<file path="src/design/ipaf_pkg.sv">
// Shared types and constants for the IPv4 endpoint allowlist filter.
// Used by ipaf_cell, ipaf_ctrl and the top level; depends on nothing.
package ipaf_pkg;

    localparam int unsigned TABLE_ENTRIES_DEF = 16;
    // Entry index carried along the chain; covers tables of up to 256 entries.
    localparam int unsigned IDX_W = 8;

    localparam logic [15:0] ET_IPV4 = 16'h0008;
    localparam logic [15:0] ET_IPV6 = 16'hDD86;
    localparam logic [15:0] ET_ARP  = 16'h0608;
    localparam logic [7:0]  PROTO_ICMP = 8'd1;
    localparam logic [7:0]  PROTO_TCP  = 8'd6;
    localparam logic [7:0]  PROTO_UDP  = 8'd17;
    localparam logic [31:0] BCAST_ADDR = 32'hFFFF_FFFF;
    localparam logic [15:0] MIN_INGRESS_LEN     = 16'd60;
    localparam logic [15:0] MIN_EGRESS_IPV4_LEN = 16'd34;
    localparam logic [15:0] COUNT_MAX = 16'hFFFF;

    typedef enum logic [1:0] {
        OP_EGRESS  = 2'd0,
        OP_INGRESS = 2'd1,
        OP_ADD     = 2'd2,
        OP_REMOVE  = 2'd3
    } t_op;

    typedef enum logic [2:0] {
        ST_FILTERED  = 3'd0,
        ST_ADDED     = 3'd1,
        ST_RAISED    = 3'd2,
        ST_LOWERED   = 3'd3,
        ST_REMOVED   = 3'd4,
        ST_NOT_FOUND = 3'd5,
        ST_FULL      = 3'd6
    } t_status;

    typedef enum logic [1:0] {
        CM_NEW  = 2'd0,
        CM_INC  = 2'd1,
        CM_DEC  = 2'd2,
        CM_FREE = 2'd3
    } t_commit_kind;

    typedef struct packed {
        logic [1:0]  operation;
        logic [15:0] frame_length;
        logic [15:0] ether_type;
        logic [7:0]  ip_protocol;
        logic [31:0] source_address;
        logic [31:0] destination_address;
        logic        is_udp;
        logic [31:0] endpoint;
    } t_req;

    typedef struct packed {
        logic       permit;
        logic [2:0] table_status;
    } t_result;

    // Lookup token that walks the cell chain.
    typedef struct packed {
        logic             valid;
        logic             tbl;
        logic [31:0]      key;
        logic             hit;
        logic [IDX_W-1:0] hit_idx;
        logic [15:0]      hit_cnt;
        logic             free_any;
        logic [IDX_W-1:0] free_idx;
    } t_probe;

    // Table update broadcast to all cells at the end of a pass.
    typedef struct packed {
        logic             valid;
        t_commit_kind     kind;
        logic             tbl;
        logic [IDX_W-1:0] idx;
        logic [31:0]      key;
    } t_commit;

endpackage

</file>
<file path="src/design/ipaf_cell.sv">
// One allowlist cell: holds one TCP and one UDP entry and forwards the lookup token.
// Depends on ipaf_pkg.
module ipaf_cell #(
    parameter int unsigned IDX = 0
) (
    input  logic             i_clk,
    input  logic             i_rst_n,
    input  ipaf_pkg::t_probe i_probe,
    output ipaf_pkg::t_probe o_probe,
    input  ipaf_pkg::t_commit i_commit
);
    localparam logic [ipaf_pkg::IDX_W-1:0] MY_IDX = ipaf_pkg::IDX_W'(IDX);

    logic [1:0]  r_used;
    logic [31:0] r_addr [2];
    logic [15:0] r_cnt  [2];
    ipaf_pkg::t_probe r_probe;
    ipaf_pkg::t_probe n_probe;

    always_comb begin
        n_probe = i_probe;
        if (!i_probe.hit && r_used[i_probe.tbl] && r_addr[i_probe.tbl] == i_probe.key) begin
            n_probe.hit     = 1'b1;
            n_probe.hit_idx = MY_IDX;
            n_probe.hit_cnt = r_cnt[i_probe.tbl];
        end
        // lowest free entry wins
        if (!i_probe.free_any && !r_used[i_probe.tbl]) begin
            n_probe.free_any = 1'b1;
            n_probe.free_idx = MY_IDX;
        end
    end

    always_ff @(posedge i_clk) begin
        if (!i_rst_n) begin
            r_probe <= '0;
        end else begin
            r_probe <= n_probe;
        end
    end

    always_ff @(posedge i_clk) begin
        if (!i_rst_n) begin
            r_used <= '0;
        end else if (i_commit.valid && i_commit.idx == MY_IDX) begin
            case (i_commit.kind)
                ipaf_pkg::CM_NEW:  r_used[i_commit.tbl] <= 1'b1;
                ipaf_pkg::CM_FREE: r_used[i_commit.tbl] <= 1'b0;
                default:           r_used <= r_used;
            endcase
        end
    end

    always_ff @(posedge i_clk) begin
        if (i_commit.valid && i_commit.idx == MY_IDX) begin
            case (i_commit.kind)
                ipaf_pkg::CM_NEW: begin
                    r_addr[i_commit.tbl] <= i_commit.key;
                    r_cnt[i_commit.tbl]  <= 16'd1;
                end
                ipaf_pkg::CM_INC: r_cnt[i_commit.tbl] <= r_cnt[i_commit.tbl] + 16'd1;
                ipaf_pkg::CM_DEC: r_cnt[i_commit.tbl] <= r_cnt[i_commit.tbl] - 16'd1;
                default:          r_cnt[i_commit.tbl] <= r_cnt[i_commit.tbl];
            endcase
        end
    end

    assign o_probe = r_probe;

endmodule

</file>
<file path="src/design/ipaf_ctrl.sv">
// Request capture, frame decision and table update command for the allowlist filter.
// Depends on ipaf_pkg.
module ipaf_ctrl (
    input  logic              i_clk,
    input  logic              i_rst_n,
    input  logic              i_start,
    output logic              o_busy,
    input  ipaf_pkg::t_req    i_req,
    input  logic [31:0]       i_dns_addr,
    input  logic              i_dns_perm,
    output ipaf_pkg::t_probe  o_head,
    input  ipaf_pkg::t_probe  i_tail,
    output ipaf_pkg::t_commit o_commit,
    output logic              o_done,
    output ipaf_pkg::t_result o_result
);
    logic              r_busy;
    ipaf_pkg::t_req    r_req;
    ipaf_pkg::t_probe  r_head;
    ipaf_pkg::t_probe  n_head;
    logic              r_done;
    ipaf_pkg::t_result r_result;
    ipaf_pkg::t_result n_result;
    ipaf_pkg::t_commit n_commit;
    logic              w_accept;
    logic              w_egress;
    logic              w_arp_v6;
    logic              w_v4;
    logic              w_v4_ok;
    logic [31:0]       w_peer;

    assign w_accept = i_start && !r_busy;

    // Build the lookup token from the incoming request.
    always_comb begin
        n_head = '0;
        n_head.valid = 1'b1;
        unique case (ipaf_pkg::t_op'(i_req.operation))
            ipaf_pkg::OP_EGRESS: begin
                n_head.tbl = (i_req.ip_protocol == ipaf_pkg::PROTO_UDP);
                n_head.key = i_req.destination_address;
            end
            ipaf_pkg::OP_INGRESS: begin
                n_head.tbl = (i_req.ip_protocol == ipaf_pkg::PROTO_UDP);
                n_head.key = i_req.source_address;
            end
            ipaf_pkg::OP_ADD, ipaf_pkg::OP_REMOVE: begin
                n_head.tbl = i_req.is_udp;
                n_head.key = i_req.endpoint;
            end
        endcase
    end

    always_comb begin
        w_egress = (ipaf_pkg::t_op'(r_req.operation) == ipaf_pkg::OP_EGRESS);
        w_arp_v6 = (r_req.ether_type == ipaf_pkg::ET_ARP) ||
                   (r_req.ether_type == ipaf_pkg::ET_IPV6);
        w_v4     = (r_req.ether_type == ipaf_pkg::ET_IPV4);
        w_peer   = w_egress ? r_req.destination_address : r_req.source_address;
        if (r_req.ip_protocol == ipaf_pkg::PROTO_ICMP) begin
            w_v4_ok = 1'b1;
        end else if (r_req.ip_protocol == ipaf_pkg::PROTO_TCP) begin
            w_v4_ok = i_tail.hit;
        end else if (r_req.ip_protocol == ipaf_pkg::PROTO_UDP) begin
            w_v4_ok = (i_dns_addr == 32'd0) ||
                      (i_dns_perm && w_peer == i_dns_addr) ||
                      (w_egress && w_peer == ipaf_pkg::BCAST_ADDR) ||
                      i_tail.hit;
        end else begin
            w_v4_ok = 1'b0;
        end
    end

    // Decide once the token leaves the last cell.
    always_comb begin
        n_result = '0;
        n_commit = '0;
        n_commit.valid = 1'b0;
        n_commit.kind  = ipaf_pkg::CM_NEW;
        n_commit.tbl   = i_tail.tbl;
        n_commit.key   = i_tail.key;
        n_commit.idx   = i_tail.hit_idx;
        unique case (ipaf_pkg::t_op'(r_req.operation))
            ipaf_pkg::OP_EGRESS: begin
                n_result.table_status = ipaf_pkg::ST_FILTERED;
                n_result.permit = w_arp_v6 ||
                    (w_v4 && r_req.frame_length >= ipaf_pkg::MIN_EGRESS_IPV4_LEN && w_v4_ok);
            end
            ipaf_pkg::OP_INGRESS: begin
                n_result.table_status = ipaf_pkg::ST_FILTERED;
                n_result.permit = (r_req.frame_length >= ipaf_pkg::MIN_INGRESS_LEN) &&
                                  (w_arp_v6 || (w_v4 && w_v4_ok));
            end
            ipaf_pkg::OP_ADD: begin
                if (i_tail.hit) begin
                    if (i_tail.hit_cnt == ipaf_pkg::COUNT_MAX) begin
                        n_result.table_status = ipaf_pkg::ST_FULL;
                    end else begin
                        n_result.table_status = ipaf_pkg::ST_RAISED;
                        n_commit.valid = i_tail.valid;
                        n_commit.kind  = ipaf_pkg::CM_INC;
                    end
                end else if (i_tail.free_any) begin
                    n_result.table_status = ipaf_pkg::ST_ADDED;
                    n_commit.valid = i_tail.valid;
                    n_commit.kind  = ipaf_pkg::CM_NEW;
                    n_commit.idx   = i_tail.free_idx;
                end else begin
                    n_result.table_status = ipaf_pkg::ST_FULL;
                end
            end
            ipaf_pkg::OP_REMOVE: begin
                if (!i_tail.hit) begin
                    n_result.table_status = ipaf_pkg::ST_NOT_FOUND;
                end else if (i_tail.hit_cnt > 16'd1) begin
                    n_result.table_status = ipaf_pkg::ST_LOWERED;
                    n_commit.valid = i_tail.valid;
                    n_commit.kind  = ipaf_pkg::CM_DEC;
                end else begin
                    n_result.table_status = ipaf_pkg::ST_REMOVED;
                    n_commit.valid = i_tail.valid;
                    n_commit.kind  = ipaf_pkg::CM_FREE;
                end
            end
        endcase
    end

    always_ff @(posedge i_clk) begin
        if (!i_rst_n) begin
            r_busy <= 1'b0;
            r_done <= 1'b0;
            r_head <= '0;
        end else begin
            r_done <= i_tail.valid;
            r_head <= w_accept ? n_head : '0;
            if (w_accept) begin
                r_busy <= 1'b1;
            end else if (i_tail.valid) begin
                r_busy <= 1'b0;
            end
        end
    end

    always_ff @(posedge i_clk) begin
        if (w_accept) begin
            r_req <= i_req;
        end
        if (i_tail.valid) begin
            r_result <= n_result;
        end
    end

    assign o_busy   = r_busy;
    assign o_head   = r_head;
    assign o_commit = n_commit;
    assign o_done   = r_done;
    assign o_result = r_result;

endmodule

</file>
<file path="src/design/ipv4_endpoint_allowlist_filter_core.sv">
// Top level of the IPv4 endpoint allowlist filter: APB registers, control and cell chain.
// Depends on ipaf_pkg, ipaf_cell and ipaf_ctrl.
//
// Usage:
//   Requests enter on i_req when start is high and busy is low. A request either
//   classifies one frame (egress or ingress) or adds/removes an endpoint in the
//   TCP or UDP allowlist. Each request yields one result on o_result, marked by
//   a one-cycle o_done strobe; the receiver must take it in that cycle.
//   A lookup token walks a row of TABLE_ENTRIES cells, one cell per cycle, each
//   cell holding one TCP and one UDP entry. After the last cell the controller
//   decides, broadcasts any table update and registers the result.
//   The token is registered at the head, then in each cell in turn, and o_done
//   is registered from the token leaving the last cell. busy stays high until
//   the token leaves the last cell, so a new request can enter only once the
//   previous one has passed the whole chain; the chain length sets how soon.
//   Reset (synchronous, i_rst_n low) clears all used bits, the DNS registers and
//   the control state; no clearing pass is needed.
//   Registers: 0x0 DNS server address, 0x4 DNS permitted; write only while idle.
module ipv4_endpoint_allowlist_filter_core #(
    parameter int unsigned TABLE_ENTRIES = ipaf_pkg::TABLE_ENTRIES_DEF
) (
    input  logic              i_clk,
    input  logic              i_rst_n,
    input  logic              start,
    output logic              busy,
    input  ipaf_pkg::t_req    i_req,
    output logic              o_done,
    output ipaf_pkg::t_result o_result,
    input  logic              psel,
    input  logic              penable,
    input  logic              pwrite,
    input  logic [2:0]        paddr,
    input  logic [31:0]       pwdata,
    output logic [31:0]       prdata,
    output logic              pready
);
    localparam logic REG_DNS_ADDR = 1'b0;
    localparam logic REG_DNS_PERM = 1'b1;

    logic [31:0]       r_dns_addr;
    logic              r_dns_perm;
    logic              w_wr;
    ipaf_pkg::t_probe  w_probe [TABLE_ENTRIES+1];
    ipaf_pkg::t_commit w_commit;

    assign pready = 1'b1;
    assign w_wr   = psel && penable && pwrite;

    always_ff @(posedge i_clk) begin
        if (!i_rst_n) begin
            r_dns_addr <= 32'd0;
            r_dns_perm <= 1'b0;
        end else if (w_wr) begin
            unique case (paddr[2])
                REG_DNS_ADDR: r_dns_addr <= pwdata;
                REG_DNS_PERM: r_dns_perm <= pwdata[0];
            endcase
        end
    end

    always_comb begin
        unique case (paddr[2])
            REG_DNS_ADDR: prdata = r_dns_addr;
            REG_DNS_PERM: prdata = {31'd0, r_dns_perm};
        endcase
    end

    ipaf_ctrl u_ctrl (
        .i_clk      (i_clk),
        .i_rst_n    (i_rst_n),
        .i_start    (start),
        .o_busy     (busy),
        .i_req      (i_req),
        .i_dns_addr (r_dns_addr),
        .i_dns_perm (r_dns_perm),
        .o_head     (w_probe[0]),
        .i_tail     (w_probe[TABLE_ENTRIES]),
        .o_commit   (w_commit),
        .o_done     (o_done),
        .o_result   (o_result)
    );

    for (genvar g = 0; g < TABLE_ENTRIES; g++) begin : g_cell
        ipaf_cell #(
            .IDX (g)
        ) u_cell (
            .i_clk    (i_clk),
            .i_rst_n  (i_rst_n),
            .i_probe  (w_probe[g]),
            .o_probe  (w_probe[g+1]),
            .i_commit (w_commit)
        );
    end

endmodule
</file>
<file path="config.mk">
export PLATFORM = sky130hd
export DESIGN_NAME = ipv4_endpoint_allowlist_filter_core
export DESIGN_NICKNAME = d
export VERILOG_FILES = /design/src/design/ipaf_pkg.sv /design/src/design/ipaf_cell.sv /design/src/design/ipaf_ctrl.sv /design/src/design/ipv4_endpoint_allowlist_filter_core.sv
export SDC_FILE = /design/constraint.sdc
export NUM_CORES = 2
export LEC_CHECK = 0
export ABC_AREA = 1
export BUFFER_PORTS_ARGS = -buffer_cell sky130_fd_sc_hd__buf_2
export CAP_MARGIN = 20
export CORE_ASPECT_RATIO = 1.4
export CORE_MARGIN = 1
export CORE_UTILIZATION = 40
export CTS_BUF_LIST = sky130_fd_sc_hd__clkbuf_4 sky130_fd_sc_hd__clkbuf_8
export DETAILED_ROUTE_END_ITERATION = 10
export PLACE_DENSITY = 0.63
export SYNTH_ARGS = -nofsm -noshare
export SYNTH_HDL_FRONTEND = slang
export SYNTH_SLANG_ARGS = --single-unit
export TNS_END_PERCENT = 5
</file>
<file path="constraint.sdc">
create_clock -name i_clk -period 4.2 [get_ports i_clk]
set_input_delay 0.21 -clock i_clk [delete_from_list [all_inputs] [get_ports i_clk]]
set_output_delay 0.21 -clock i_clk [all_outputs]
set_load 0.02 [all_outputs]
</file>
==> flow_metrics.env <==
export IMPL_min_path_type="in -> reg"
export IMPL_dp_slack_ns=0.0618
export IMPL_fin_cells=18600
export IMPL_clk_pin_slew_ns=0.07
export IMPL_finalCritPeriodShare_pct=95.5
export IMPL_irDropWorstVdd_mv=0.234
export IMPL_io_pins=219
export IMPL_maxSlewHeadroom_pct=27.6
export IMPL_setup_slack_ns=0.187
export IMPL_cts_tree="built"
export IMPL_synthArstFlopShare_pct=0
export IMPL_path_class="reg -> reg"
export IMPL_start_util_pct=40.3
export IMPL_area_growth_pct=15.5
export IMPL_rows=238
export IMPL_syn_nets=13700
export IMPL_gp_congestion=0.940
export IMPL_max_freq_mhz=249
export IMPL_die_w_um=467
export IMPL_dp_cells=17400
export IMPL_route_met3_wl_um=20000
export IMPL_worst_pin_slew_ns=1.09
export IMPL_port_buffers=214
export IMPL_power_density_mw_per_mm2=379
export IMPL_final_nets=14500
export IMPL_synth_distinct_cells=74
export IMPL_wl_met2_um=198000
export IMPL_finalInstanceArea_mm2=0.140
export IMPL_reg2reg_depth=14
export IMPL_synth_warnings=0
export IMPL_coreArea_mm2=0.300
export IMPL_setup_viol=0
export IMPL_place_area_mm2=0.127
export IMPL_cp_max_fo=14
export IMPL_final_common_cell="nand2_1"
export IMPL_grt_usage_pct=24.7
export IMPL_ant_nets=0
export IMPL_detail_route_iter0_violations=8107
export IMPL_p_total_mw=52.9
export IMPL_avgRoutedWirePerCell_um=20.6
export IMPL_slew_viol_final=0
export IMPL_cts_root_buf="clkbuf_8"
export IMPL_cts_sinks=2693
export IMPL_maxCapViolations=0
export IMPL_cts_inserted_buffers=404
export IMPL_clock_latency_ns=1.04
export IMPL_clockBufferDepth=4
export IMPL_cellLeakagePower_nw=58.4
export IMPL_min_path_cells=5
export IMPL_synth_top_cell_by_area="edfxtp_1"
export IMPL_grt_pass1_vias=92400
export IMPL_finalHoldViolations=0
export IMPL_dr_pass1_iters=7
export IMPL_grt_ovfl_total=0
export IMPL_grt_max_degree=176
export IMPL_timing_clock_skew_ns=0.0820
export IMPL_setup_tns_final_ns=0
export IMPL_status="finished clean"
export IMPL_cts_max_level=5
export IMPL_dieHeight_um=652
export IMPL_drive_gt1_share_pct=11.9
export IMPL_final_cell_mix="3609 x nand2_1, 1732 x inv_1, 1645 x edfxtp_1"
export IMPL_arrival_ns=4.80
export IMPL_drc=0
export IMPL_end_kind="flip-flop"
export IMPL_synth_edff_count=1645
export IMPL_ys_top_cells_by_area="edfxtp_1 41%, dfxtp_1 17%, nand2_1 11%"
export IMPL_rsz0062_at_grt="false"
export IMPL_ys_flop_type="edfxtp_1"
export IMPL_syn_inst=13500
export IMPL_die_area_mm2=0.304
export IMPL_ys_ff_latch=2693
export IMPL_syn_avg_cell_area_um2=8.94
export IMPL_synth_cell_area_mm2=0.121
export IMPL_final_min_clock_period_ns=4.01
export IMPL_yosysTopAreaCellShare_pct=40.9
export IMPL_cp_data_required_time_ns=4.99
export IMPL_ys_seq_area_share_pct=58.2
export IMPL_wl_um=384000
export IMPL_routedLengthMet1_um=138000
export IMPL_routed_top_layer="met5"
export IMPL_grt_pass1_wl_um=565000
export IMPL_avgViaCountPerCell=5.10
export IMPL_antenna_found_initial=43
export IMPL_hpwl_um=265000
export IMPL_cp_start_kind="flip-flop"
export IMPL_vias=94800
## where the power goes
part	internal [mW]	switching, mW	total [mW]
Combinational	0.478	0.745	1.22
Clock	13.0	10.6	23.6
Sequential	27.9	0.109	28.0
Total	41.4	11.4	52.9
## sequential cells by signal, summed over array words and instances, names as in the netlist, named ones only
signal / flops
u_ctrl.o_head: 34
g_cell.u_cell.o_probe: 930
r_dns_addr: 32
g_cell.u_cell.r_cnt: 512
u_ctrl.o_done: 1
u_ctrl.o_busy: 1
u_ctrl.o_result: 4
r_dns_perm: 1
g_cell.u_cell.r_addr: 1024
u_ctrl.r_req: 105
## critical path: stages, from the launching register on
cell and delay (ns):
edfxtp_1 0.44, inv_1 0.32, nand2_1 0.54, o21ai_0 0.72, nor3_1 0.18, nand2_1 0.14
nor2_1 0.05, a21oi_1 0.11, nand2_1 0.09, nand2_1 0.36, nand2_1 0.41, nand2_1 0.15
nand2_1 0.12, nand2_1 0.08, nand2_1 0.05
## worst paths after layout
path / startpoint / to / slack, ns
worst max-delay path: u_ctrl.r_req[138] / u_ctrl.o_result[3] / 0.19
worst min register to register: g_cell[14].u_cell.o_probe[48] / g_cell[15].u_cell.o_probe[48] / 0.40
worst max register to register: u_ctrl.r_req[138] / u_ctrl.o_result[3] / 0.19
worst min-delay path: i_req[102] / flip-flop / 0.11
## synthesized netlist by cell type, types with 6 or more instances
cell	n
edfxtp_1	1645
o21ai_4	12
nor3b_1	14
nand2_1	3609
a211oi_1	8
nor3_1	151
clkbuf_1	243
a31oi_1	69
inv_2	68
a22o_1	7
buf_2	150
xnor2_1	55
o22ai_1	45
buf_1	27
buf_4	33
o21ai_0	773
a21o_1	32
nor3_2	27
nand3b_1	14
xor2_1	286
nand4_1	197
and3_1	23
and2_1	9
clkinv_1	6
o2111ai_1	17
nor2_2	63
a22oi_1	126
o21a_1	37
a21oi_1	428
nor2_1	1258
ha_1	36
o211ai_1	33
nor4_1	98
mux2i_1	95
o21ai_2	99
inv_1	1736
nand3_1	533
o21ai_1	135
or2_0	8
nand2_2	16
buf_6	42
nor2_4	15
dfxtp_1	1048
or2_2	132
## cells by family (layout without fill, tap and decap cells)
kind of cell / after synthesis / count (layout) / share of synthesized area, %
adders and majority gates: 36 / 36 / 0.373
buffers and inverters: 2308 / 3411 / 7.72
and+or+nand+nor: 6196 / 6196 / 21.6
AOI/OAI and AO/OA: 1844 / 1844 / 8.81
DFF: 2693 / 2693 / 58.2
other: 1 / 25 / 0.00310
muxes: 97 / 97 / 0.806
xor gates and xnor gates: 341 / 341 / 2.47
## per-stage QoR
step           hold slack [ns]  util [%]
2_1_floorplan            0.309         -
3_3_place_gp             0.387      42.2
3_5_place_dp             0.388      42.2
4_1_cts                 0.0225      46.5
5_1_grt                  0.111      46.5
6_report                 0.115      46.5
## final cells by class
| type | instances | area (µm²) |
|---|---|---|
| Inverter | 1811 | 6810 |
| Tap cell | 3960 | 4950 |
| Sequential cell | 2693 | 70400 |
| Timing Repair Buffer | 851 | 7010 |
| Fill cell | 28300 | 161000 |
| Clock buffer | 602 | 7480 |
| Antenna cell | 24 | 60.1 |
| Clock inverter | 147 | 1480 |
| Multi-Input combinational cell | 8515 | 41300 |
## what timing repair did
item / in CTS / in global routing
hold endpoints to repair: 354 / 0
gates resized for setup: 0 / 2
setup endpoints to repair: 0 / 34
setup buffers: 0 / 0
hold buffers: 383 / 0
## per-layer routing
layer / vias up / global-route usage, %
met4: 8 / 15.6
met2: 3094 / 45.4
met5: - / 0.0159
met3: 1167 / 3.15
met1: 44800 / 26.5
li1: 45800 / -
Note: power is estimated with default switching activity, not from simulation.
